File: src/i2cm_pkg.sv
// ----------------------------------------------------------------------------
// i2cm_pkg
// Shared types and codes for the i2c master transfer sequencer.
// ----------------------------------------------------------------------------
package i2cm_pkg;

  localparam int IN_DATA_W  = 40;
  localparam int OUT_DATA_W = 16;
  localparam int CFG_IDX_W  = 1;
  localparam int CFG_DATA_W = 8;

  localparam logic [CFG_IDX_W-1:0] CFG_IDX_HALF_PERIOD = 1'b0;
  localparam logic [CFG_IDX_W-1:0] CFG_IDX_ACK_TIMEOUT = 1'b1;

  localparam logic [7:0] HALF_PERIOD_RST = 8'd4;
  localparam logic [7:0] ACK_TIMEOUT_RST = 8'd255;

  typedef enum logic [1:0] {
    OP_TICK  = 2'd0,
    OP_WRITE = 2'd1,
    OP_READ  = 2'd2,
    OP_BYTE  = 2'd3
  } op_t;

  typedef enum logic [4:0] {
    PH_IDLE       = 5'd0,
    PH_START_A    = 5'd1,
    PH_START_B    = 5'd2,
    PH_START_C    = 5'd3,
    PH_TX_LOW     = 5'd4,
    PH_TX_HIGH    = 5'd5,
    PH_ACK_LOW    = 5'd6,
    PH_ACK_HIGH   = 5'd7,
    PH_ACK_WAIT   = 5'd8,
    PH_ACK_END    = 5'd9,
    PH_WAIT_BYTE  = 5'd10,
    PH_RX_HIGH    = 5'd11,
    PH_RX_LOW     = 5'd12,
    PH_MACK_SETUP = 5'd13,
    PH_MACK_HIGH  = 5'd14,
    PH_MACK_LOW   = 5'd15,
    PH_STOP_A     = 5'd16,
    PH_STOP_B     = 5'd17,
    PH_STOP_C     = 5'd18
  } phase_t;

  typedef struct packed {
    logic [7:0] half_period_ticks;
    logic [7:0] ack_timeout;
  } cfg_t;

  typedef struct packed {
    op_t         operation;
    logic [7:0]  device_address;
    logic [15:0] byte_count;
    logic [7:0]  write_byte;
    logic        sda_level;
  } item_t;

  typedef struct packed {
    logic       scl_level;
    logic       sda_drive;
    logic       sda_output_enable;
    logic       busy_res;
    logic       need_byte;
    logic       read_valid;
    logic [7:0] read_data;
    logic       done_res;
    logic       status;
  } res_t;

endpackage

File: src/i2cm_core.sv
// ----------------------------------------------------------------------------
// i2cm_core
// Bus sequencer state and one-tick step: next state and line levels.
// ----------------------------------------------------------------------------
module i2cm_core (
  input  logic          clk,
  input  logic          rst_n,
  input  logic          step,
  input  i2cm_pkg::cfg_t  cfg,
  input  i2cm_pkg::item_t item,
  output i2cm_pkg::res_t  res
);
  import i2cm_pkg::*;

  phase_t      phase_r, phase_nxt;
  logic [3:0]  bit_cnt_r, bit_cnt_nxt;
  logic [7:0]  shift_r, shift_nxt;
  logic [15:0] bytes_left_r, bytes_left_nxt;
  logic [7:0]  delay_r, delay_nxt;
  logic [7:0]  timeout_r, timeout_nxt;
  logic        is_read_r, is_read_nxt;
  logic        status_r, status_nxt;
  logic        rvalid, done;
  logic [7:0]  rdata;
  logic [3:0]  bit_cnt_inc;
  logic [7:0]  rx_shift;

  assign bit_cnt_inc = bit_cnt_r + 4'd1;
  assign rx_shift    = {shift_r[6:0], item.sda_level};

  // next state
  always_comb begin
    phase_nxt      = phase_r;
    bit_cnt_nxt    = bit_cnt_r;
    shift_nxt      = shift_r;
    bytes_left_nxt = bytes_left_r;
    delay_nxt      = delay_r;
    timeout_nxt    = timeout_r;
    is_read_nxt    = is_read_r;
    status_nxt     = status_r;
    rvalid         = 1'b0;
    rdata          = 8'd0;
    done           = 1'b0;
    if (phase_r == PH_IDLE) begin
      if (item.operation == OP_WRITE || item.operation == OP_READ) begin
        shift_nxt      = item.device_address;
        bytes_left_nxt = item.byte_count;
        is_read_nxt    = (item.operation == OP_READ);
        status_nxt     = 1'b0;
        bit_cnt_nxt    = 4'd0;
        phase_nxt      = PH_START_A;
        delay_nxt      = cfg.half_period_ticks;
      end
    end else if (phase_r == PH_WAIT_BYTE) begin
      if (item.operation == OP_BYTE) begin
        shift_nxt      = item.write_byte;
        bytes_left_nxt = bytes_left_r - 16'd1;
        bit_cnt_nxt    = 4'd0;
        phase_nxt      = PH_TX_LOW;
        delay_nxt      = cfg.half_period_ticks;
      end
    end else if (phase_r == PH_ACK_WAIT) begin
      if (!item.sda_level) begin
        phase_nxt = PH_ACK_END;
        delay_nxt = cfg.half_period_ticks;
      end else if (timeout_r <= 8'd1) begin
        status_nxt = 1'b1;
        phase_nxt  = PH_STOP_A;
        delay_nxt  = cfg.half_period_ticks;
      end else begin
        timeout_nxt = timeout_r - 8'd1;
      end
    end else if (delay_r > 8'd1) begin
      delay_nxt = delay_r - 8'd1;
    end else begin
      delay_nxt = cfg.half_period_ticks;
      case (phase_r)
        PH_START_A: phase_nxt = PH_START_B;
        PH_START_B: phase_nxt = PH_START_C;
        PH_START_C: phase_nxt = PH_TX_LOW;
        PH_TX_LOW:  phase_nxt = PH_TX_HIGH;
        PH_TX_HIGH: begin
          shift_nxt   = {shift_r[6:0], 1'b0};
          bit_cnt_nxt = bit_cnt_inc;
          phase_nxt   = (bit_cnt_inc >= 4'd8) ? PH_ACK_LOW : PH_TX_LOW;
        end
        PH_ACK_LOW: phase_nxt = PH_ACK_HIGH;
        PH_ACK_HIGH: begin
          phase_nxt   = PH_ACK_WAIT;
          delay_nxt   = delay_r;
          timeout_nxt = cfg.ack_timeout;
        end
        PH_ACK_END: begin
          if (bytes_left_r == 16'd0) begin
            phase_nxt = PH_STOP_A;
          end else if (is_read_r) begin
            bit_cnt_nxt = 4'd0;
            shift_nxt   = 8'd0;
            phase_nxt   = PH_RX_HIGH;
          end else begin
            phase_nxt = PH_WAIT_BYTE;
          end
        end
        PH_RX_HIGH: begin
          shift_nxt   = rx_shift;
          bit_cnt_nxt = bit_cnt_inc;
          if (bit_cnt_inc >= 4'd8) begin
            rvalid         = 1'b1;
            rdata          = rx_shift;
            bytes_left_nxt = bytes_left_r - 16'd1;
          end
          phase_nxt = PH_RX_LOW;
        end
        PH_RX_LOW:     phase_nxt = (bit_cnt_r >= 4'd8) ? PH_MACK_SETUP : PH_RX_HIGH;
        PH_MACK_SETUP: phase_nxt = PH_MACK_HIGH;
        PH_MACK_HIGH:  phase_nxt = PH_MACK_LOW;
        PH_MACK_LOW: begin
          if (bytes_left_r == 16'd0) begin
            phase_nxt = PH_STOP_A;
          end else begin
            bit_cnt_nxt = 4'd0;
            shift_nxt   = 8'd0;
            phase_nxt   = PH_RX_HIGH;
          end
        end
        PH_STOP_A: phase_nxt = PH_STOP_B;
        PH_STOP_B: phase_nxt = PH_STOP_C;
        PH_STOP_C: begin
          done      = 1'b1;
          phase_nxt = PH_IDLE;
          delay_nxt = 8'd0;
        end
        default: begin
          phase_nxt = PH_IDLE;
          delay_nxt = 8'd0;
        end
      endcase
    end
  end

  // line levels and flags from the state after this tick
  always_comb begin
    logic last_byte;
    last_byte             = (bytes_left_nxt == 16'd0);
    res                   = '0;
    res.scl_level         = 1'b0;
    res.sda_drive         = 1'b1;
    res.sda_output_enable = 1'b1;
    case (phase_nxt)
      PH_IDLE: begin
        res.scl_level         = 1'b1;
        res.sda_output_enable = 1'b0;
      end
      PH_START_A: res.scl_level = 1'b1;
      PH_START_B: begin
        res.scl_level = 1'b1;
        res.sda_drive = 1'b0;
      end
      PH_START_C: res.sda_drive = 1'b0;
      PH_TX_LOW:  res.sda_drive = shift_nxt[7];
      PH_TX_HIGH: begin
        res.scl_level = 1'b1;
        res.sda_drive = shift_nxt[7];
      end
      PH_ACK_LOW, PH_ACK_END, PH_RX_LOW: res.sda_output_enable = 1'b0;
      PH_ACK_HIGH, PH_ACK_WAIT, PH_RX_HIGH: begin
        res.scl_level         = 1'b1;
        res.sda_output_enable = 1'b0;
      end
      PH_WAIT_BYTE: res.sda_drive = 1'b0;
      // nack on the last byte, ack otherwise
      PH_MACK_SETUP, PH_MACK_LOW: res.sda_drive = last_byte;
      PH_MACK_HIGH: begin
        res.scl_level = 1'b1;
        res.sda_drive = last_byte;
      end
      PH_STOP_A: res.sda_drive = 1'b0;
      PH_STOP_B: begin
        res.scl_level = 1'b1;
        res.sda_drive = 1'b0;
      end
      PH_STOP_C: res.scl_level = 1'b1;
      default: begin
        res.scl_level         = 1'b1;
        res.sda_output_enable = 1'b0;
      end
    endcase
    res.busy_res   = (phase_nxt != PH_IDLE);
    res.need_byte  = (phase_nxt == PH_WAIT_BYTE);
    res.read_valid = rvalid;
    res.read_data  = rdata;
    res.done_res   = done;
    res.status     = status_nxt;
  end

  always_ff @(posedge clk) begin
    if (!rst_n) begin
      phase_r      <= PH_IDLE;
      bit_cnt_r    <= 4'd0;
      shift_r      <= 8'd0;
      bytes_left_r <= 16'd0;
      delay_r      <= 8'd0;
      timeout_r    <= 8'd0;
      is_read_r    <= 1'b0;
      status_r     <= 1'b0;
    end else if (step) begin
      phase_r      <= phase_nxt;
      bit_cnt_r    <= bit_cnt_nxt;
      shift_r      <= shift_nxt;
      bytes_left_r <= bytes_left_nxt;
      delay_r      <= delay_nxt;
      timeout_r    <= timeout_nxt;
      is_read_r    <= is_read_nxt;
      status_r     <= status_nxt;
    end
  end

  a_state_holds: assert property (@(posedge clk) disable iff (!rst_n)
    !step |=> $stable(phase_r) && $stable(bytes_left_r) && $stable(shift_r))
    else $error("sequencer state moved without a tick");

  a_bit_cnt_range: assert property (@(posedge clk) disable iff (!rst_n)
    bit_cnt_r <= 4'd8)
    else $error("bit counter beyond one byte");

  a_done_to_idle: assert property (@(posedge clk) disable iff (!rst_n)
    step && done |=> phase_r == PH_IDLE)
    else $error("transfer finished but sequencer not idle");

  a_rvalid_in_read: assert property (@(posedge clk) disable iff (!rst_n)
    step && rvalid |-> is_read_r && phase_r == PH_RX_HIGH)
    else $error("read byte outside a read transfer");

endmodule

File: src/i2c_master_transfer.sv
// ----------------------------------------------------------------------------
// i2c_master_transfer
// I2C master transfer sequencer with stream in/out and a config write port.
// ----------------------------------------------------------------------------
// Each input word is one bus tick and yields exactly one output word with the
// SCL/SDA levels and transfer flags for that tick. Sustained rate is one word
// per clock while out_tready does not stall the output; a result word passes
// through the input register, then the result register, which is loaded by the
// same edge that steps the state.
// The bus timing is counted in words, not clocks: every timed bus phase lasts
// half_period_ticks words (at least one), and the ACK wait gives up after ack_timeout words.
// Write the config registers only while no transfer is in progress.
module i2c_master_transfer (
  input  logic                              clk,
  input  logic                              rst_n,
  input  logic                              in_tvalid,
  output logic                              in_tready,
  // [1:0] operation, [9:2] device_address, [25:10] byte_count,
  // [33:26] write_byte, [34] sda_level, [39:35] zero
  input  logic [i2cm_pkg::IN_DATA_W-1:0]    in_tdata,
  output logic                              out_tvalid,
  input  logic                              out_tready,
  // [0] scl_level, [1] sda_drive, [2] sda_output_enable, [3] busy_res,
  // [4] need_byte, [5] read_valid, [13:6] read_data, [14] done_res, [15] status
  output logic [i2cm_pkg::OUT_DATA_W-1:0]   out_tdata,
  input  logic                              cfg_wr_en,
  input  logic [i2cm_pkg::CFG_IDX_W-1:0]    cfg_addr,
  input  logic [i2cm_pkg::CFG_DATA_W-1:0]   cfg_wdata
);
  import i2cm_pkg::*;

  cfg_t  cfg_r;
  item_t item_r;
  logic  in_valid_r;
  res_t  res;
  res_t  out_res_r;
  logic  out_valid_r;
  logic  advance;

  assign advance   = in_valid_r && (!out_valid_r || out_tready);
  assign in_tready = !in_valid_r || advance;

  always_ff @(posedge clk) begin
    if (!rst_n) begin
      cfg_r.half_period_ticks <= HALF_PERIOD_RST;
      cfg_r.ack_timeout       <= ACK_TIMEOUT_RST;
    end else if (cfg_wr_en) begin
      case (cfg_addr)
        CFG_IDX_HALF_PERIOD: cfg_r.half_period_ticks <= cfg_wdata;
        CFG_IDX_ACK_TIMEOUT: cfg_r.ack_timeout       <= cfg_wdata;
        default: ;
      endcase
    end
  end

  always_ff @(posedge clk) begin
    if (!rst_n) begin
      in_valid_r <= 1'b0;
    end else if (in_tready) begin
      in_valid_r <= in_tvalid;
    end
  end

  always_ff @(posedge clk) begin
    if (in_tvalid && in_tready) begin
      item_r.operation      <= op_t'(in_tdata[1:0]);
      item_r.device_address <= in_tdata[9:2];
      item_r.byte_count     <= in_tdata[25:10];
      item_r.write_byte     <= in_tdata[33:26];
      item_r.sda_level      <= in_tdata[34];
    end
  end

  i2cm_core u_core (
    .clk   (clk),
    .rst_n (rst_n),
    .step  (advance),
    .cfg   (cfg_r),
    .item  (item_r),
    .res   (res)
  );

  always_ff @(posedge clk) begin
    if (!rst_n) begin
      out_valid_r <= 1'b0;
    end else if (advance) begin
      out_valid_r <= 1'b1;
    end else if (out_tready) begin
      out_valid_r <= 1'b0;
    end
  end

  always_ff @(posedge clk) begin
    if (advance) begin
      out_res_r <= res;
    end
  end

  assign out_tvalid = out_valid_r;
  assign out_tdata  = {out_res_r.status, out_res_r.done_res, out_res_r.read_data,
                       out_res_r.read_valid, out_res_r.need_byte, out_res_r.busy_res,
                       out_res_r.sda_output_enable, out_res_r.sda_drive,
                       out_res_r.scl_level};

endmodule

File: config.mk
export PLATFORM = sky130hd
export DESIGN_NAME = i2c_master_transfer
export DESIGN_NICKNAME = d
export VERILOG_FILES = /design/src/i2cm_pkg.sv /design/src/i2cm_core.sv /design/src/i2c_master_transfer.sv
export SDC_FILE = /design/constraint.sdc
export NUM_CORES = 1
export LEC_CHECK = 0
export BUFFER_PORTS_ARGS = -buffer_cell sky130_fd_sc_hd__buf_2
export CAP_MARGIN = 20
export CORE_ASPECT_RATIO = 0.8
export CORE_MARGIN = 2
export CORE_UTILIZATION = 35
export CTS_CLUSTER_SIZE = 40
export DETAILED_ROUTE_END_ITERATION = 12
export PLACE_DENSITY = 0.56
export SLEW_MARGIN = 30
export SYNTH_ARGS = -nofsm -noshare
export SYNTH_HDL_FRONTEND = slang
export SYNTH_HIERARCHICAL = 1
export SYNTH_SLANG_ARGS = --single-unit
File: constraint.sdc
create_clock -name clk -period 9.85 [get_ports clk]
set_input_delay 2.4625 -clock clk [delete_from_list [all_inputs] [get_ports clk]]
set_output_delay 2.4625 -clock clk [all_outputs]
set_load 0.1 [all_outputs]
Word-level counts from Yosys, hierarchy flattened
Index checks and enable logic that the tools add are counted.
W data, S select, Z words.

operators by class
  add/subtract/negate cells = 4
  $lt $le $gt $ge = 4
  equal/unequal tests = 48
  multiplexer cells = 69
  bitwise operators = 5
  reduce and logical (&&, ||, !) cells = 32

operator list
  cell                     number
  $mux W8                  22
  $mux W16                 8
  $pmux W5 S15             1
  $eq A5 B4 Y1 const B     14
  $mux W5                  10
  $mux W4                  9
  $eq A5 B3 Y1 const B     7
  $logic_not A16 Y1        2
  $pmux W8 S4              1
  $eq A5 B5 Y1 const B     6
  $eq A5 B2 Y1 const B     4
  $reduce_and A9 Y1        2
  $pmux W8 S2              1
  $sub A16 B1 Y16 const B  1
  $sub A8 B1 Y8 const B    2
  $reduce_or A14 Y1        1
  $mux W1                  13
  $pmux W4 S3              1
  $reduce_or A12 Y1        1
  $eq A5 B1 Y1 const B     2
  $reduce_bool A5 Y1       2
  $reduce_or A5 Y1         2
  $reduce_or A9 Y1         1
  $ge A4 B4 Y1 const B     2
  31 further kinds         47

storage, ports and cells
  register bits after elaboration = 120
  input bits = 54
  output and inout bits = 18
  logic and storage cells = 189

Logic depth before layout (Yosys ltp)
  depth after elaboration = 11
  mapped depth = 12

Cells and area by module
Netlist, hierarchy kept.

by module, submodules not included
  module               times used  cells each  area an instance (um^2)
  i2cm_core            1           566         4,136.5
  i2c_master_transfer  1           133         2,336.0

Worst setup path after synthesis
OpenSTA, ideal clock, no wires.

  kind = input to output
  from = input out_tready
  to = output in_tready
  arrival time = 3.270 ns
  required time = 7.388 ns
  slack = 4.117 ns
  stages = 1
  cell sequence = nand3b_1

between the ends
  word-level cells in the longest chain between the ends = 3

ends and longest elaborated chain
  item                 line                       text
  start, declared      i2c_master_transfer.sv:22  input logic out_tready,
  $logic_or A1 B1 Y1   i2c_master_transfer.sv:40  assign advance = in_valid_r && (!out_valid_r || out_tready);
  $logic_and A1 B1 Y1  i2c_master_transfer.sv:40
  $logic_or A1 B1 Y1   i2c_master_transfer.sv:41  assign in_tready = !in_valid_r || advance;
  end, declared        i2c_master_transfer.sv:17  output logic in_tready,

Every way passes these cells.

Worst setup path in the final report
Ends and elaborated chain as after synthesis.

==> reports/summary.md <==
Leaving out filler cells and counting taps, the final layout contains 984. The tools report the maximum root-to-sink buffer count as 2. The share of total power dissipated in the clock network is 40.5%. The number of setup buffers added after CTS is 0. The run gives 520 as the starting DRC count in detailed routing. Data on the critical path is required at its endpoint by 7390 ps. In this run the remaining antenna-violating nets after routing total 0. The tools report the part of the power in registers as 40.1%. After clock tree synthesis, the clock-pin slew on the worst setup and hold paths is 50 ps. In the final layout, the multi-input gates occupy 3206 um^2. At the pin with the least slew margin, the transition time is 875.0 ps. For this run the aggregate overflow at the end of global routing stands at 0. Averaged over all synthesized cells, the footprint is 9.260 um^2. The floorplan step set the die height to 125.6 um. The routed via count divided by cell count is 5.663. Starting utilization of the core area: 35.74%. STA puts the critical path data arrival time at 3090 ps. STA classifies the critical path endpoint as an output port. Final number of hold-violating endpoints: 0.

Setup repair after global routing left no endpoint under its margin. Clock tree synthesis found a total of 120 sinks. The share of total power dissipated in combinational logic is 19.4%. The cell sitting at the root of the clock tree is a clkbuf_16. The number of antenna diodes in the final layout is 0. At the later pin of the worst-skew pair, clock insertion delay measures 420 ps. The run gives 1441 uW as the total design power. The highest net fanout along the worst path came out at 2. The synthesized design contains 51 enable-type register cells. The top cell types in the final layout, fill and taps aside, are 69 x dfxtp_1, 67 x nor2_1, 66 x buf_2, 61 x nand2_1, 51 x edfxtp_1. The flow ran to the end, and the final reports show no timing, DRC or antenna violations. Port buffering added 66 buffers. After filler insertion, the fill cell instance count of the layout stands at 1738. The first detailed-routing pass ran for 5 iterations.

In this run the cell area of the synthesized design comes to 6472 um^2. For the clock buffer count from CTS, the log shows 17. The source of the critical timing path is out_tready. The count of cells along the worst hold path came out at 2. The floorplan has 44 rows.

For this design the static power due to leakage is 0.002822 uW. Across the run, the number of max-cap violations was 0. The top-level I/O count is 72, and the slack of the critical path is 4302 ps.

Measured on the finished design, the core utilization comes to 41.32%. TritonCTS built the clock tree. The type of the tightest min-delay check is flop to flop. The internal power of the cells totals 1008 uW.

The worst-case IR drop observed on VDD is 0.1245 mV. Adding up every negative setup slack in the final design gives 0 ps. After technology mapping, the gate count stands at 699. The via count of the first global-routing pass was 5224. The average wire length per cell after detail routing works out to 17.93 um.

The power per unit of standard cell area works out to 192.5 nW/um^2. The area of all sequential standard cells came out at 2913 um^2. The main flop type after synthesis is dfxtp_1. The H-tree generated during clock tree synthesis spans 4 levels. In the routed design, unresolved DRC markers number 0. Relative to the synthesized area, the layout overhead comes to 15.64%. The most common cell after layout, fill and taps aside is dfxtp_1.

The wire-length estimate of the detail-placed layout is 12.27 mm. For the unique cell type count in the Yosys netlist, the log shows 77. The final setup skew was 13.55 ps; the pin count of the biggest net entering global routing was 54. The tools report the wire length of the first global-routing pass as 28.31 mm. Startpoint of the most critical hold path: u_core/status_r$_SDFFE_PN0P_. The overall via count from detail_route came out at 5572. The overall global routing resource usage came out at 18.43%. At the placement stage, the worst setup path has a slack of 4306 ps. For this run, the post-layout net count is 804. Once the clock tree was built, the resizer swapped 0 gates to a different size. The worst setup path is launched from a primary input. The number of max-slew violations in the final report was 0.

After synthesis, the share of flip-flops with an asynchronous set or reset is 0%. After detailed placement, the design holds a cell count of 952. Static timing analysis puts the maximum clock frequency at 180.2 MHz. For the total setup violations reported at the end of the flow, the log shows 0.

Counting every net in the synthesized netlist gives 762. At the end of routability-driven placement, the weighted congestion stood at 0.8893. The tools report the worst reg-to-reg setup slack as 5820 ps. The worst register-to-register path begins at u_core/phase_r[3]$_SDFFE_PN0P_. The worst setup path is of the primary input to output port kind. The headroom to the max-slew limit is 40.16%, and the die extent in x is 156.0 um. The analysis attributes to net switching a power of 433.3 uW. In this run the critical register-to-register path is captured at out_tdata[1]$_DFFE_PP_. The synthesis warning total was 6. In the final layout, the share of cells above drive strength 1 is 16.98%. Sink of the worst hold path: u_core/status_r$_SDFFE_PN0P_.

For this block, the routed nets add up to 17.64 mm of wire. The hold buffer count at cts is 0, and the fraction of the yosys area taken by sequential cells is 45.00%. The worst register-to-register path has a depth of 9. For the number of antenna violations at the first check in global routing, the log shows 0. The run gives 19600 um^2 as the die outline area. Dividing the final minimum period by the clock period gives 56.33%. Synthesis inferred 120 register bits. In this run switching power makes up 30.07% of total power. The final period demand of the worst path is 5548 ps, and the standard cell core area is 18110 um^2.
-- how the worst max path moves through the flow --
stage / endpoint / depth (start not counted) / slack (ps)
after global routing: in_tready / 3 / 4270
after global placement: in_tready / 3 / 4310
after CTS: in_tready / 3 / 4300
final: in_tready / 3 / 4300
after detailed placement: in_tready / 3 / 4310
after floorplan: in_tready / 1 / 4120
-- cell families after synthesis --
logic type / Yosys count / synth area share (%)
xor+xnor: 11 / 1.488
buf+inv: 81 / 5.857
simple gates: 268 / 21.77
flops: 120 / 45.00
fa+ha+maj: 9 / 1.740
mux: 11 / 1.740
compound gates: 199 / 22.41
-- per-layer routing --
layer	routed length, um	vias up	GRT usage, %	part of all wire, %
met5	0	-	0	0
met4	170	0	4.533	0.96
met3	1195	18	5.024	6.8
met2	7582	175	27.10	43
met1	8693	2682	26.86	49
li1	-	2697	-	-
-- cell type report --
| type | count | area share [%] |
|---|---|---|
| clock buffer | 25 | 6.486 |
| clock inverter | 7 | 0.9361 |
| inverter | 30 | 1.505 |
| multi-input combinational | 498 | 42.83 |
| sequential | 120 | 38.92 |
| tap | 230 | 3.845 |
| timing repair buffer | 74 | 5.483 |
-- sequential cells by signal, indices dropped and copies added (netlist names) --
signal               flops
u_core/bit_cnt_r         4
out_tvalid               1
u_core/phase_r           5
u_core/timeout_r         8
u_core/status_r          1
in_valid_r               1
cfg_r                   16
u_core/is_read_r         1
out_tdata               16
item_r                  35
u_core/shift_r           8
u_core/bytes_left_r     16
u_core/delay_r           8
-- cells in the mapped netlist (4+ instances only) --
master     n  area, um^2
a211oi_1  34       255.2
a21o_1     6       45.04
a21oi_1   38       190.2
a222oi_1   6       60.06
a22oi_1   14       105.1
a31oi_1    5       31.28
and2_1    13       81.33
and3_1     5       31.28
buf_2      6       30.03
buf_4      6       45.04
buf_6      6       67.56
clkbuf_1  33       123.9
dfxtp_1   69        1381
edfxtp_1  51        1531
ha_1       9       112.6
inv_1     29       108.9
mux2i_1    9       90.09
nand2_1   61       229.0
nand2b_1   5       31.28
nand3_1   25       125.1
nand3b_1   5       37.54
nor2_1    67       251.5
nor2b_1   10       62.56
nor3_1    24       120.1
nor3b_1    4       30.03
nor4_1     9       56.30
o211a_1    4       40.04
o211ai_2   9       112.6
o21a_1     5       37.54
o21ai_0   30       150.1
o31ai_1    5       37.54
or3_1      4       25.02
or4_1      6       45.04
xnor2_1    7       61.31
xor2_1     4       35.03
-- through the flow --
stage | area [um^2] | hold slack, ps
finish | 7485 | 462.6
global route | 7485 | 465.0
CTS | 7485 | 454.1
detailed placement | 6929 | 447.5
global placement | 6902 | 439.5
floorplan | 6472 | 432.5
-- power by group through the flow --
stage	clock network [uW]	logic [uW]	registers, uW
global placement	0	269	587
CTS	595	277	577
detailed placement	0	275	587
global route	620	307	582
finish	583	280	578
floorplan	0	187	601
-- critical path, cell delays in order --
cell	delay, ps
buf_2	80
nand3b_1	110
buf_2	430
Power figures use the tool's default switching activity.
